[src/vic_pkg.sv]
// shared codes, register map and types of the vectored interrupt controller
package vic_pkg;

	localparam int DefNumSlots   = 16;
	localparam int DefNumSources = 32;

	localparam logic [1:0] REQ_READ  = 2'd0;
	localparam logic [1:0] REQ_WRITE = 2'd1;
	localparam logic [1:0] REQ_LINE  = 2'd2;

	localparam logic [1:0] SZ_BYTE = 2'd0;
	localparam logic [1:0] SZ_HALF = 2'd1;
	localparam logic [1:0] SZ_WORD = 2'd2;
	localparam logic [1:0] SZ_BAD  = 2'd3;

	// word offsets
	localparam logic [7:0] REG_IRQ_STATUS = 8'h00;
	localparam logic [7:0] REG_FIQ_STATUS = 8'h01;
	localparam logic [7:0] REG_RAW        = 8'h02;
	localparam logic [7:0] REG_SELECT     = 8'h03;
	localparam logic [7:0] REG_EN_SET     = 8'h04;
	localparam logic [7:0] REG_EN_CLR     = 8'h05;
	localparam logic [7:0] REG_SOFT_SET   = 8'h06;
	localparam logic [7:0] REG_SOFT_CLR   = 8'h07;
	localparam logic [7:0] REG_VECT       = 8'h0C;
	localparam logic [7:0] REG_DEFV       = 8'h0D;
	localparam logic [7:0] VEC_BASE_W     = 8'h40;
	localparam logic [7:0] CTL_BASE_W     = 8'h80;

	localparam int CtrlEnableBit = 5;
	localparam int CtrlSrcMsb    = 4;

	typedef struct packed {
		logic        vec_we;
		logic        ctl_we;
		logic [31:0] data;
	} vic_store_wr_t;

endpackage

[src/vic_slot_store.sv]
// vector address and slot control storage with one shared address port
module vic_slot_store #(
	parameter int NUM_SLOTS = vic_pkg::DefNumSlots,
	parameter int SLOT_W    = (NUM_SLOTS > 1) ? $clog2(NUM_SLOTS) : 1
) (
	input  logic                  clk,
	input  logic                  arst_n,
	input  vic_pkg::vic_store_wr_t wr,
	input  logic [SLOT_W-1:0]     addr,
	output logic [31:0]           vec_rdata,
	output logic [7:0]            ctl_rdata
);
	import vic_pkg::*;

	logic [31:0] vec_q [NUM_SLOTS];
	logic [7:0]  ctl_q [NUM_SLOTS];

	always_ff @(posedge clk or negedge arst_n) begin
		if (!arst_n) begin
			for (int i = 0; i < NUM_SLOTS; i++) begin
				vec_q[i] <= '0;
				ctl_q[i] <= '0;
			end
		end else begin
			if (wr.vec_we) begin
				vec_q[addr] <= wr.data;
			end
			if (wr.ctl_we) begin
				ctl_q[addr] <= wr.data[7:0];
			end
		end
	end

	assign vec_rdata = vec_q[addr];
	assign ctl_rdata = ctl_q[addr];

endmodule

[src/vic_slot_match.sv]
// compare unit: does a slot control byte select a pending irq source
module vic_slot_match (
	input  logic [7:0]  ctl,
	input  logic [31:0] irqs,
	output logic        hit
);
	import vic_pkg::*;

	assign hit = ctl[CtrlEnableBit] && irqs[ctl[CtrlSrcMsb:0]];

endmodule

[src/vectored_interrupt_controller_core.sv]
// vectored interrupt controller core: register file, bus decode and slot scan sequencer
// a beat that leaves the irq state alone passes EXEC only, one that re-evaluates
// the lines also passes PREP, and when the slot scan runs SCAN visits up to NUM_SLOTS
// slots (one slot per cycle through the shared compare unit), one beat at a time
// a new beat is taken the cycle after the result beat leaves
// reset clears every register, the vector table and the slot controls
module vectored_interrupt_controller_core #(
	parameter int NUM_SLOTS   = vic_pkg::DefNumSlots,
	parameter int NUM_SOURCES = vic_pkg::DefNumSources
) (
	input  logic        clk,
	input  logic        arst_n,
	input  logic        req_valid,
	output logic        req_stall,
	input  logic [1:0]  req_type,
	input  logic [9:0]  byte_offset,
	input  logic [1:0]  access_size,
	input  logic [31:0] write_data,
	input  logic [4:0]  source_number,
	input  logic        source_level,
	output logic        rsp_valid,
	input  logic        rsp_stall,
	output logic [31:0] read_data,
	output logic        bus_error,
	output logic        fiq_line,
	output logic        irq_line
);
	import vic_pkg::*;

	localparam int SlotW  = (NUM_SLOTS > 1) ? $clog2(NUM_SLOTS) : 1;
	localparam int VecEnd = 'h40 + NUM_SLOTS;
	localparam int CtlEnd = 'h80 + NUM_SLOTS;

	localparam logic [1:0] ST_IDLE = 2'd0;
	localparam logic [1:0] ST_EXEC = 2'd1;
	localparam logic [1:0] ST_PREP = 2'd2;
	localparam logic [1:0] ST_SCAN = 2'd3;

	logic [1:0]  state_q;
	logic [1:0]  req_type_q;
	logic [9:0]  byte_offset_q;
	logic [1:0]  access_size_q;
	logic [31:0] write_data_q;
	logic [4:0]  source_number_q;
	logic        source_level_q;

	logic [31:0] raw_q, soft_q, sel_q, en_q, cur_vec_q, def_vec_q, irqs_q;
	logic        in_service_q, fiq_q;
	logic [SlotW-1:0] scan_idx_q;
	logic        rsp_valid_q, bus_error_q;
	logic [31:0] read_data_q;

	logic        accept;
	logic [7:0]  w, vec_off, ctl_off;
	logic        in_vec, in_ctl, is_wr;
	logic [31:0] mask, dm, rdv;
	logic        err, rc, line_upd, ack;
	logic        wr_sel, wr_en_set, wr_en_clr, wr_soft_set, wr_soft_clr, wr_defv;
	vic_store_wr_t st_wr, st_wr_g;
	logic [SlotW-1:0] bus_idx, st_addr;
	logic [31:0] vec_rdata;
	logic [7:0]  ctl_rdata;
	logic        hit;
	logic [31:0] act, fiqs, irqs;
	logic        last_slot;

	assign accept    = req_valid && !req_stall;
	assign req_stall = (state_q != ST_IDLE) || rsp_valid_q;

	assign act  = (raw_q | soft_q) & en_q;
	assign fiqs = act & sel_q;
	assign irqs = act & ~sel_q;

	assign w       = byte_offset_q[9:2];
	assign vec_off = w - VEC_BASE_W;
	assign ctl_off = w - CTL_BASE_W;
	assign in_vec  = (w >= VEC_BASE_W) && ({1'b0, w} < 9'(VecEnd));
	assign in_ctl  = (w >= CTL_BASE_W) && ({1'b0, w} < 9'(CtlEnd));
	assign bus_idx = in_ctl ? ctl_off[SlotW-1:0] : vec_off[SlotW-1:0];
	assign is_wr   = (req_type_q == REQ_WRITE);
	assign dm      = write_data_q & mask;

	always_comb begin
		unique case (access_size_q)
			SZ_BYTE: mask = 32'h0000_00FF;
			SZ_HALF: mask = 32'h0000_FFFF;
			SZ_WORD: mask = 32'hFFFF_FFFF;
			SZ_BAD:  mask = 32'h0000_0000;
		endcase
	end

	always_comb begin
		err = 1'b0;
		rc = 1'b0;
		line_upd = 1'b0;
		ack = 1'b0;
		rdv = '0;
		wr_sel = 1'b0;
		wr_en_set = 1'b0;
		wr_en_clr = 1'b0;
		wr_soft_set = 1'b0;
		wr_soft_clr = 1'b0;
		wr_defv = 1'b0;
		st_wr = '{vec_we: 1'b0, ctl_we: 1'b0, data: dm};
		if (req_type_q == REQ_LINE) begin
			if ({1'b0, source_number_q} < 6'(NUM_SOURCES)) begin
				line_upd = 1'b1;
				rc = 1'b1;
			end
		end else if (req_type_q == REQ_READ || req_type_q == REQ_WRITE) begin
			if (byte_offset_q[1:0] != 2'b00 || access_size_q == SZ_BAD) begin
				err = 1'b1;
			end else if (in_vec) begin
				st_wr.vec_we = is_wr;
				rdv = vec_rdata;
			end else if (in_ctl) begin
				st_wr.ctl_we = is_wr;
				rdv = {24'd0, ctl_rdata};
			end else begin
				unique case (w)
					REG_IRQ_STATUS: begin
						err = is_wr;
						rdv = irqs;
					end
					REG_FIQ_STATUS: begin
						err = is_wr;
						rdv = fiqs;
					end
					REG_RAW: begin
						err = is_wr;
						rdv = raw_q | soft_q;
					end
					REG_SELECT: begin
						wr_sel = is_wr;
						rc = is_wr;
						rdv = sel_q;
					end
					REG_EN_SET: begin
						wr_en_set = is_wr;
						rc = is_wr;
						rdv = en_q;
					end
					REG_EN_CLR: begin
						wr_en_clr = is_wr;
						rc = is_wr;
					end
					REG_SOFT_SET: begin
						wr_soft_set = is_wr;
						rc = is_wr;
						rdv = soft_q;
					end
					REG_SOFT_CLR: begin
						wr_soft_clr = is_wr;
						rc = is_wr;
					end
					REG_VECT: begin
						ack = is_wr && in_service_q;
						rc = is_wr && in_service_q;
						rdv = cur_vec_q;
					end
					REG_DEFV: begin
						wr_defv = is_wr;
						rdv = def_vec_q;
					end
					default: err = 1'b1;
				endcase
			end
		end
	end

	assign st_wr_g = (state_q == ST_EXEC) ? st_wr : '0;
	assign st_addr = (state_q == ST_SCAN) ? scan_idx_q : bus_idx;

	vic_slot_store #(
		.NUM_SLOTS (NUM_SLOTS),
		.SLOT_W    (SlotW)
	) u_store (
		.clk       (clk),
		.arst_n    (arst_n),
		.wr        (st_wr_g),
		.addr      (st_addr),
		.vec_rdata (vec_rdata),
		.ctl_rdata (ctl_rdata)
	);

	vic_slot_match u_match (
		.ctl  (ctl_rdata),
		.irqs (irqs_q),
		.hit  (hit)
	);

	assign last_slot = (scan_idx_q == SlotW'(NUM_SLOTS - 1));

	always_ff @(posedge clk or negedge arst_n) begin
		if (!arst_n) begin
			req_type_q <= '0;
			byte_offset_q <= '0;
			access_size_q <= '0;
			write_data_q <= '0;
			source_number_q <= '0;
			source_level_q <= 1'b0;
		end else if (accept) begin
			req_type_q <= req_type;
			byte_offset_q <= byte_offset;
			access_size_q <= access_size;
			write_data_q <= write_data;
			source_number_q <= source_number;
			source_level_q <= source_level;
		end
	end

	always_ff @(posedge clk or negedge arst_n) begin
		if (!arst_n) begin
			state_q <= ST_IDLE;
			raw_q <= '0;
			soft_q <= '0;
			sel_q <= '0;
			en_q <= '0;
			cur_vec_q <= '0;
			def_vec_q <= '0;
			irqs_q <= '0;
			in_service_q <= 1'b0;
			fiq_q <= 1'b0;
			scan_idx_q <= '0;
			rsp_valid_q <= 1'b0;
			bus_error_q <= 1'b0;
			read_data_q <= '0;
		end else begin
			if (rsp_valid_q && !rsp_stall) begin
				rsp_valid_q <= 1'b0;
			end
			unique case (state_q)
				ST_IDLE: begin
					if (accept) begin
						state_q <= ST_EXEC;
					end
				end
				ST_EXEC: begin
					if (line_upd) begin
						raw_q[source_number_q] <= source_level_q;
					end
					if (wr_sel) begin
						sel_q <= dm;
					end
					if (wr_en_set) begin
						en_q <= en_q | dm;
					end
					if (wr_en_clr) begin
						en_q <= en_q & ~dm;
					end
					if (wr_soft_set) begin
						soft_q <= soft_q | dm;
					end
					if (wr_soft_clr) begin
						soft_q <= soft_q & ~dm;
					end
					if (wr_defv) begin
						def_vec_q <= dm;
					end
					if (ack) begin
						in_service_q <= 1'b0;
					end
					bus_error_q <= err;
					read_data_q <= (err || is_wr) ? 32'd0 : (rdv & mask);
					if (rc) begin
						state_q <= ST_PREP;
					end else begin
						rsp_valid_q <= 1'b1;
						state_q <= ST_IDLE;
					end
				end
				ST_PREP: begin
					fiq_q <= (fiqs != 32'd0);
					irqs_q <= irqs;
					scan_idx_q <= '0;
					if (irqs != 32'd0 && !in_service_q) begin
						state_q <= ST_SCAN;
					end else begin
						rsp_valid_q <= 1'b1;
						state_q <= ST_IDLE;
					end
				end
				ST_SCAN: begin
					if (hit || last_slot) begin
						cur_vec_q <= hit ? vec_rdata : def_vec_q;
						in_service_q <= 1'b1;
						rsp_valid_q <= 1'b1;
						state_q <= ST_IDLE;
					end else begin
						scan_idx_q <= scan_idx_q + SlotW'(1);
					end
				end
			endcase
		end
	end

	assign rsp_valid = rsp_valid_q;
	assign read_data = read_data_q;
	assign bus_error = bus_error_q;
	assign fiq_line  = fiq_q;
	assign irq_line  = in_service_q;

endmodule

[config.mk]
export PLATFORM = sky130hd
export DESIGN_NAME = vectored_interrupt_controller_core
export DESIGN_NICKNAME = d
export VERILOG_FILES = /design/src/vic_pkg.sv /design/src/vic_slot_store.sv /design/src/vic_slot_match.sv /design/src/vectored_interrupt_controller_core.sv
export SDC_FILE = /design/constraint.sdc
export NUM_CORES = 2
export LEC_CHECK = 0
export CAP_MARGIN = 0
export CORE_MARGIN = 3
export CORE_UTILIZATION = 57
export CTS_CLUSTER_DIAMETER = 30
export DETAILED_ROUTE_END_ITERATION = 6
export DONT_BUFFER_PORTS = 1
export GPL_ROUTABILITY_DRIVEN = 0
export PLACE_DENSITY = 0.68
export SLEW_MARGIN = 20
export SYNTH_ARGS = -nofsm -noshare
export SYNTH_HDL_FRONTEND = slang
export SYNTH_HIERARCHICAL = 1
export SYNTH_SLANG_ARGS = --single-unit
[constraint.sdc]
create_clock -name clk -period 15.7 [get_ports clk]
set_clock_uncertainty 0.05 [all_clocks]
set_input_delay 3.925 -clock clk [delete_from_list [all_inputs] [get_ports clk]]
set_output_delay 3.925 -clock clk [all_outputs]
set_load 0.01 [all_outputs]
### After elaboration in Yosys (flattened, before gate mapping)

Cells that the tools add are included.

* flip-flop bits (word level): 958
* input port bits: 56
* output and inout port bits: 37
* logic and storage cells: 249

* add/subtract/negate cells: 3
* $lt $le $gt $ge: 9
* equality and inequality tests: 22
* muxes and demuxes: 109
* bitwise operators: 13
* reductions and logical operators: 41

Operators with widths (number)
* bitwise mux 512 bit: 1
* 2-to-1 mux 32 bit: 14
* one-hot mux 32 bit (8 select lines): 1
* bitwise AND 32 bit: 7
* binary-select mux 32 bit (select 4 bit): 1
* bitwise mux 128 bit: 1
* demux 32 bit (select 4 bit): 1
* one-hot mux 32 bit (4 select lines): 1
* OR 32 bit: 3
* 2-to-1 mux 1 bit: 64
* inverter 32 bit: 2
* nonzero test 32 bit: 2
* 2-to-1 mux 34 bit: 1
* binary-select mux 8 bit (select 4 bit): 1
* bitwise mux 32 bit: 1
* demux 8 bit (select 4 bit): 1
* == test 8 x 3 -> 1 bit, second input constant: 4
* 2-to-1 mux 8 bit: 3
* == test 8 x 2 -> 1 bit, second input constant: 2
* == test 8 x 4 -> 1 bit, second input constant: 2
* AND reduction 2 bit: 8
* 2-to-1 mux 2 bit: 7
* < comparator 5 x 6 -> 1 bit, second input constant: 2
* 2-to-1 mux 4 bit: 3
* 32 further kinds: 64

### Longest topological paths before layout

* depth in word-level cells: 15
* depth in mapped cells: 23
* gate-level depth less buffers: 15

### Hierarchy

The synthesis kept the hierarchy.

By module, submodules not included
* vic_slot_store: times used 1, cells an instance 1767, area each 28608.7 um2
* vectored_interrupt_controller_core: times used 1, cells an instance 1652, area each 15864.0 um2
* vic_slot_match: times used 1, cells an instance 23, area each 322.8 um2

### Least setup slack after synthesis

No wires, ideal clock.

* path kind: reg-to-reg
* start point: reg byte_offset_q[2]
* end point: reg cur_vec_q[10]
* library setup time: 0.083 ns
* arrival: 5.543 ns
* data required time: 15.567 ns
* setup slack: 10.025 ns
* cell stages (with the launch flop): 24
* path buffers: 11
* cell sequence: dfrtp_1 clkbuf_1 buf_1 clkbuf_1 clkbuf_1 mux2_2 buf_2 buf_2 buf_2 mux4_2 a22oi_1 nand2_1 buf_6 mux4_2 nor2b_4 a2111oi_2 and4b_1 clkbuf_1 a31o_2 nand3_1 clkbuf_1 clkbuf_1 nand2_1 o21ai_0

* cells in the longest elaborated chain, start to end: 13

Ends and longest elaborated chain
* start: declaration: RTL line vectored_interrupt_controller_core.sv:41 `logic [9:0] byte_offset_q;`
* start signal: assignment: RTL line vectored_interrupt_controller_core.sv:204 `byte_offset_q <= byte_offset;`
* greater-or-equal comparator 8 bit / < comparator 8 bit (equally long branches): RTL line vectored_interrupt_controller_core.sv:78 `assign in_ctl = (w >= CTL_BASE_W) && ({1'b0, w} < 9'(CtlEnd));`
* logical AND 1 bit: RTL line vectored_interrupt_controller_core.sv:78
* 2-to-1 mux 4 bit *: RTL line vectored_interrupt_controller_core.sv:79 `assign bus_idx = in_ctl ? ctl_off[SlotW-1:0] : vec_off[SlotW-1:0];`
* 2-to-1 mux 4 bit *: RTL line vectored_interrupt_controller_core.sv:172 `assign st_addr = (state_q == ST_SCAN) ? scan_idx_q : bus_idx;`
* net st_addr[0]: RTL line vectored_interrupt_controller_core.sv:60 `logic [SlotW-1:0] bus_idx, st_addr;`
* inverter 4 -> 5 bit (implied by the code) *: RTL line vic_slot_store.sv:35 `assign ctl_rdata = ctl_q[addr];`
* binary-select mux 8 bit (select 4 bit) *: RTL line vic_slot_store.sv:35
* 2-to-1 mux 8 bit (implied by the code) * (2 in series): RTL line vic_slot_store.sv:35
* net ctl_rdata[0]: RTL line vectored_interrupt_controller_core.sv:62 `logic [7:0] ctl_rdata;`
* binary-select mux 1 bit (select 5 bit) *: RTL line vic_slot_match.sv:9 `assign hit = ctl[CtrlEnableBit] && irqs[ctl[CtrlSrcMsb:0]];`
* 2-to-1 mux 1 bit (implied by the code) *: RTL line vic_slot_match.sv:9
* logical AND 1 bit *: RTL line vic_slot_match.sv:9
* net hit: RTL line vectored_interrupt_controller_core.sv:63 `logic hit;`
* logical OR 1 bit: RTL line vectored_interrupt_controller_core.sv:284 `if (hit || last_slot) begin`
* AND reduction 2 bit (no line)
* end signal: assignment: RTL line vectored_interrupt_controller_core.sv:285 `cur_vec_q <= hit ? vec_rdata : def_vec_q;`
* end: declaration: RTL line vectored_interrupt_controller_core.sv:47 `logic [31:0] raw_q, soft_q, sel_q, en_q, cur_vec_q, def_vec_q, irqs_q;`

Mark *: on every way through the listed nets, which the timed path passes. The rest lies on a longest branch. The select of a mux whose other input is x is not followed.
A chain may end at the register's enable or synchronous reset.

### Worst setup path after layout

* start point: reg state_q[0]
* end point: reg cur_vec_q[21]

* cells in the longest elaborated chain, start to end: 11

Ends and longest elaborated chain
* start: declaration: RTL line vectored_interrupt_controller_core.sv:39 `logic [1:0] state_q;`
* start signal: assignment: RTL line vectored_interrupt_controller_core.sv:214 `state_q <= ST_IDLE;`
* start signal: assignment: RTL line vectored_interrupt_controller_core.sv:235 `state_q <= ST_EXEC;`
* start signal: assignment: RTL line vectored_interrupt_controller_core.sv:266 `state_q <= ST_PREP;`
* == test 2 bit *: RTL line vectored_interrupt_controller_core.sv:172
* 2-to-1 mux 4 bit *: RTL line vectored_interrupt_controller_core.sv:172
* net st_addr[0]: RTL line vectored_interrupt_controller_core.sv:60
* inverter 4 -> 5 bit (implied by the code) *: RTL line vic_slot_store.sv:35
* binary-select mux 8 bit (select 4 bit) *: RTL line vic_slot_store.sv:35
* 2-to-1 mux 8 bit (implied by the code) * (2 in series): RTL line vic_slot_store.sv:35
* net ctl_rdata[0]: RTL line vectored_interrupt_controller_core.sv:62
* binary-select mux 1 bit (select 5 bit) *: RTL line vic_slot_match.sv:9
* 2-to-1 mux 1 bit (implied by the code) *: RTL line vic_slot_match.sv:9
* logical AND 1 bit *: RTL line vic_slot_match.sv:9
* net hit: RTL line vectored_interrupt_controller_core.sv:63
* logical OR 1 bit: RTL line vectored_interrupt_controller_core.sv:284
* AND reduction 2 bit (no line)

Marked as above.

==> results.cfg <==
[timing]
max_freq_mhz = 132
relSlewSlack = 0.244
worst_pin_slew_ns = 1.13
rsz0062_at_grt = false
tns_ns = 0
worst_hold_slack_ns = 0.425
final_max_slew_viol_count = 0
finalHoldViolCount = 0
setup_violations = 0
min_period_ns = 7.56
fin_crit_sh = 0.481

[clock_tree]
cts_tree = done
numCtsBuffers = 177
clockRootBuffer = clkbuf_16
postCtsSetupBuffers = 0
postCtsHoldBufs = 0
cts_resized = 0
clock_sinks = 958
h-tree-depth = 4
clockBufferDepth = 3
path_clk_slew_ns = 0.05
clk_latency_ns = 0.74

[cells_and_area]
drive_gt1_frac = 0.384
layout_common_cells = dfrtp_1 (956), mux2_2 (720), nand2_1 (301)
final_common_cell = dfrtp_1
syn2layout_area_growth_pct = 17.0
fin_nets = 3485
instances_no_fill = 4621

[yosys]
ys_warn_count = 6
ys_types = 82
avgSynthCellArea_um2 = 13.0
synth_seq_cells = 958
synth_seq_area_share = 0.535
synthCells = 3442
synth_area_um2 = 44800
synth_fp_nets = 3501
ys_async_sr_fraction = 1.00
synth_edf_count = 0
synth_ff_type = dfrtp_1

[detailed_routing]
via_per_inst = 6.65
wl_mm = 132
num_vias = 30700
first_iter_violations = 3212
drt_first_pass_iters = 7
final_antenna_net_count = 0
drc = 0
drt-wirelength-per-cell_um = 28.5

[pwr]
power_switching_share = 0.311
p_int_mw = 5.76
power_frac_comb = 0.185
irDropWorstVdd_mv = 0.142
pwr-share-seq = 0.330
power_leakage_nw = 23.8
switching_power_mw = 2.60
power.total_mw = 8.36
pwr-share-clk = 0.484
power.density_nw_per_um2 = 160

[setup_path]
cp-end-kind = register
cp_max_fo = 65
worst-path-buf-inv = 4
worstSetupStartpointType = register
r2r-end = cur_vec_q[21]$_DFFE_PN0P_
cp_common_cell = buf_4
cp_data_required_time_ns = 16.21
reg2reg_slack_ns = 8.14
crit_family = buffers and inverters
arrival_ns = 8.06
crit_type = register to register
path_cells = nand2_1, mux2_8, buf_4, buf_4, mux4_2, a22oi_1, nand2_1, mux4_2, nor2b_4, a2111oi_2, and4b_2, buf_4, a31o_2, nand3_2, buf_4, o21ai_0
crit_slowest_cell = buf_4
critPathMaxStageDelay_ns = 0.76
r2r_cells = 16
reg2reg_from = state_q[0]$_DFFE_PN0P_

[floorplan]
die_h_um = 286
num_rows = 102
die_w_um = 286
core_area_um2 = 77600
io_pins = 93
dieArea_um2 = 82000
initial_core_util = 0.577

[worst_hold_path]
min_delay_worst_endpoint = cur_vec_q[6]$_DFFE_PN0P_
min_from = cur_vec_q[6]$_DFFE_PN0P_
whs_path_depth = 2
hp-class = register to register

[global_route]
grt_util_all_layers = 0.324
grt_max_degree = 959
grt_overflow = 0
grt_pass1_wl_mm = 200
antenna_found_initial = 1
grt_pass1_vias = 32200

[outcome]
outcome = finished, final reports clean

[place]
io_buffers = 0
hpwlAfterDp_mm = 78.4
dp_cells = 4279

[flow_run]
max-cap-violations = 0
==> per-layer routing <==
metal	up-vias	track usage	part of all wire
li1	12800	-	-
met1	16000	0.423	0.39
met2	1563	0.512	0.47
met3	399	0.0727	0.087
met4	2	0.169	0.052
met5	-	0	0.00011
==> worst reg2reg max path, cell delays in order, from the launching register on <==
cell and delay, ns:
dfrtp_1 0.60, nand2_1 0.34, mux2_8 0.74, buf_4 0.79, buf_4 0.76, mux4_2 0.60
a22oi_1 0.19, nand2_1 0.33, mux4_2 0.56, nor2b_4 0.14, a2111oi_2 0.33, and4b_2 0.26
buf_4 0.37, a31o_2 0.37, nand3_2 0.08, buf_4 0.55, o21ai_0 0.30
==> sequential cells by signal (all words and copies together), names as in the netlist, 2 cells and up, named ones only <==
register         flops
access_size_q        2
byte_offset_q       10
cur_vec_q           32
def_vec_q           32
irqs_q              32
raw_q               32
read_data           32
req_type_q           2
scan_idx_q           4
sel_q               32
source_number_q      5
state_q              2
u_store/ctl_q      128
u_store/vec_q      512
write_data_q        32
==> cells in the mapped netlist, types with 9 or more instances <==
master	count	area, µm²
dfrtp_1	958	24000
mux2_2	721	8120
nand2_1	307	1150
o21ai_0	172	861
mux4_2	164	3690
clkbuf_1	154	578
a21oi_1	127	636
a22oi_1	100	751
nor2_1	93	349
buf_2	70	350
mux2i_1	50	500
nand3_1	40	200
o31ai_1	37	278
mux2_1	34	383
nand2b_1	32	200
nor3_1	31	155
inv_1	29	109
buf_1	28	105
o22ai_1	25	156
nor2b_1	24	150
a222oi_1	20	200
o211ai_1	20	150
a31oi_1	13	81.3
buf_4	12	90.1
nor2_2	11	68.8
a221oi_1	10	87.6
a211oi_1	9	67.6
nor4_1	9	56.3
o221ai_1	9	78.8
==> worst max path at each step <==
stage | from | endpoint | cells after the start
after floorplan | byte_offset_q[2]$_DFFE_PN0P_ | cur_vec_q[10]$_DFFE_PN0P_ | 23
after global placement | state_q[0]$_DFFE_PN0P_ | cur_vec_q[29]$_DFFE_PN0P_ | 16
after detailed placement | state_q[0]$_DFFE_PN0P_ | cur_vec_q[25]$_DFFE_PN0P_ | 16
after CTS | state_q[0]$_DFFE_PN0P_ | cur_vec_q[21]$_DFFE_PN0P_ | 16
after global routing | state_q[0]$_DFFE_PN0P_ | cur_vec_q[26]$_DFFE_PN0P_ | 16
final | state_q[0]$_DFFE_PN0P_ | cur_vec_q[21]$_DFFE_PN0P_ | 16
==> power groups by stage <==
stage	combinational [mW]	sequential, mW	clock, mW
final	1.55	2.76	4.05
after global routing	1.63	2.77	4.22
after CTS	1.46	2.75	4.09
after detailed placement	1.45	2.79	0
after global placement	1.43	2.78	0
after floorplan	1.02	2.68	0
==> logic make-up (layout without fill, tap and decap cells) <==
logic type      after synthesis  count (layout)  share of synthesized area
mux                         972             972                      0.285
buf+inv                     301             438                     0.0291
xor+xnor                      4               4                   0.000782
fa+ha+maj                     3               3                   0.000838
compound gates              596             596                     0.0854
other cells                   0               2                          0
simple gates                608             608                     0.0636
flops                       958             958                      0.535
==> metrics by stage <==
step / setup slack (ns) / cell area, µm² / util
global placement: 8.36 / 45700 / 0.588
finish: 8.14 / 52400 / 0.675
detailed placement: 8.22 / 45700 / 0.589
global route: 7.72 / 52400 / 0.675
floorplan: 10.02 / 44800 / -
CTS: 8.18 / 52200 / 0.672
==> area by class of cell <==
type	instances	area [µm²]
fill	5405	25200
sequential	958	24000
multi-input combinational	2183	19800
clock buffer	226	5000
clock inverter	106	1480
tap	1040	1300
timing repair buffer	75	707
inverter	31	116
antenna	2	5.00
Power figures use the tool's default switching activity.
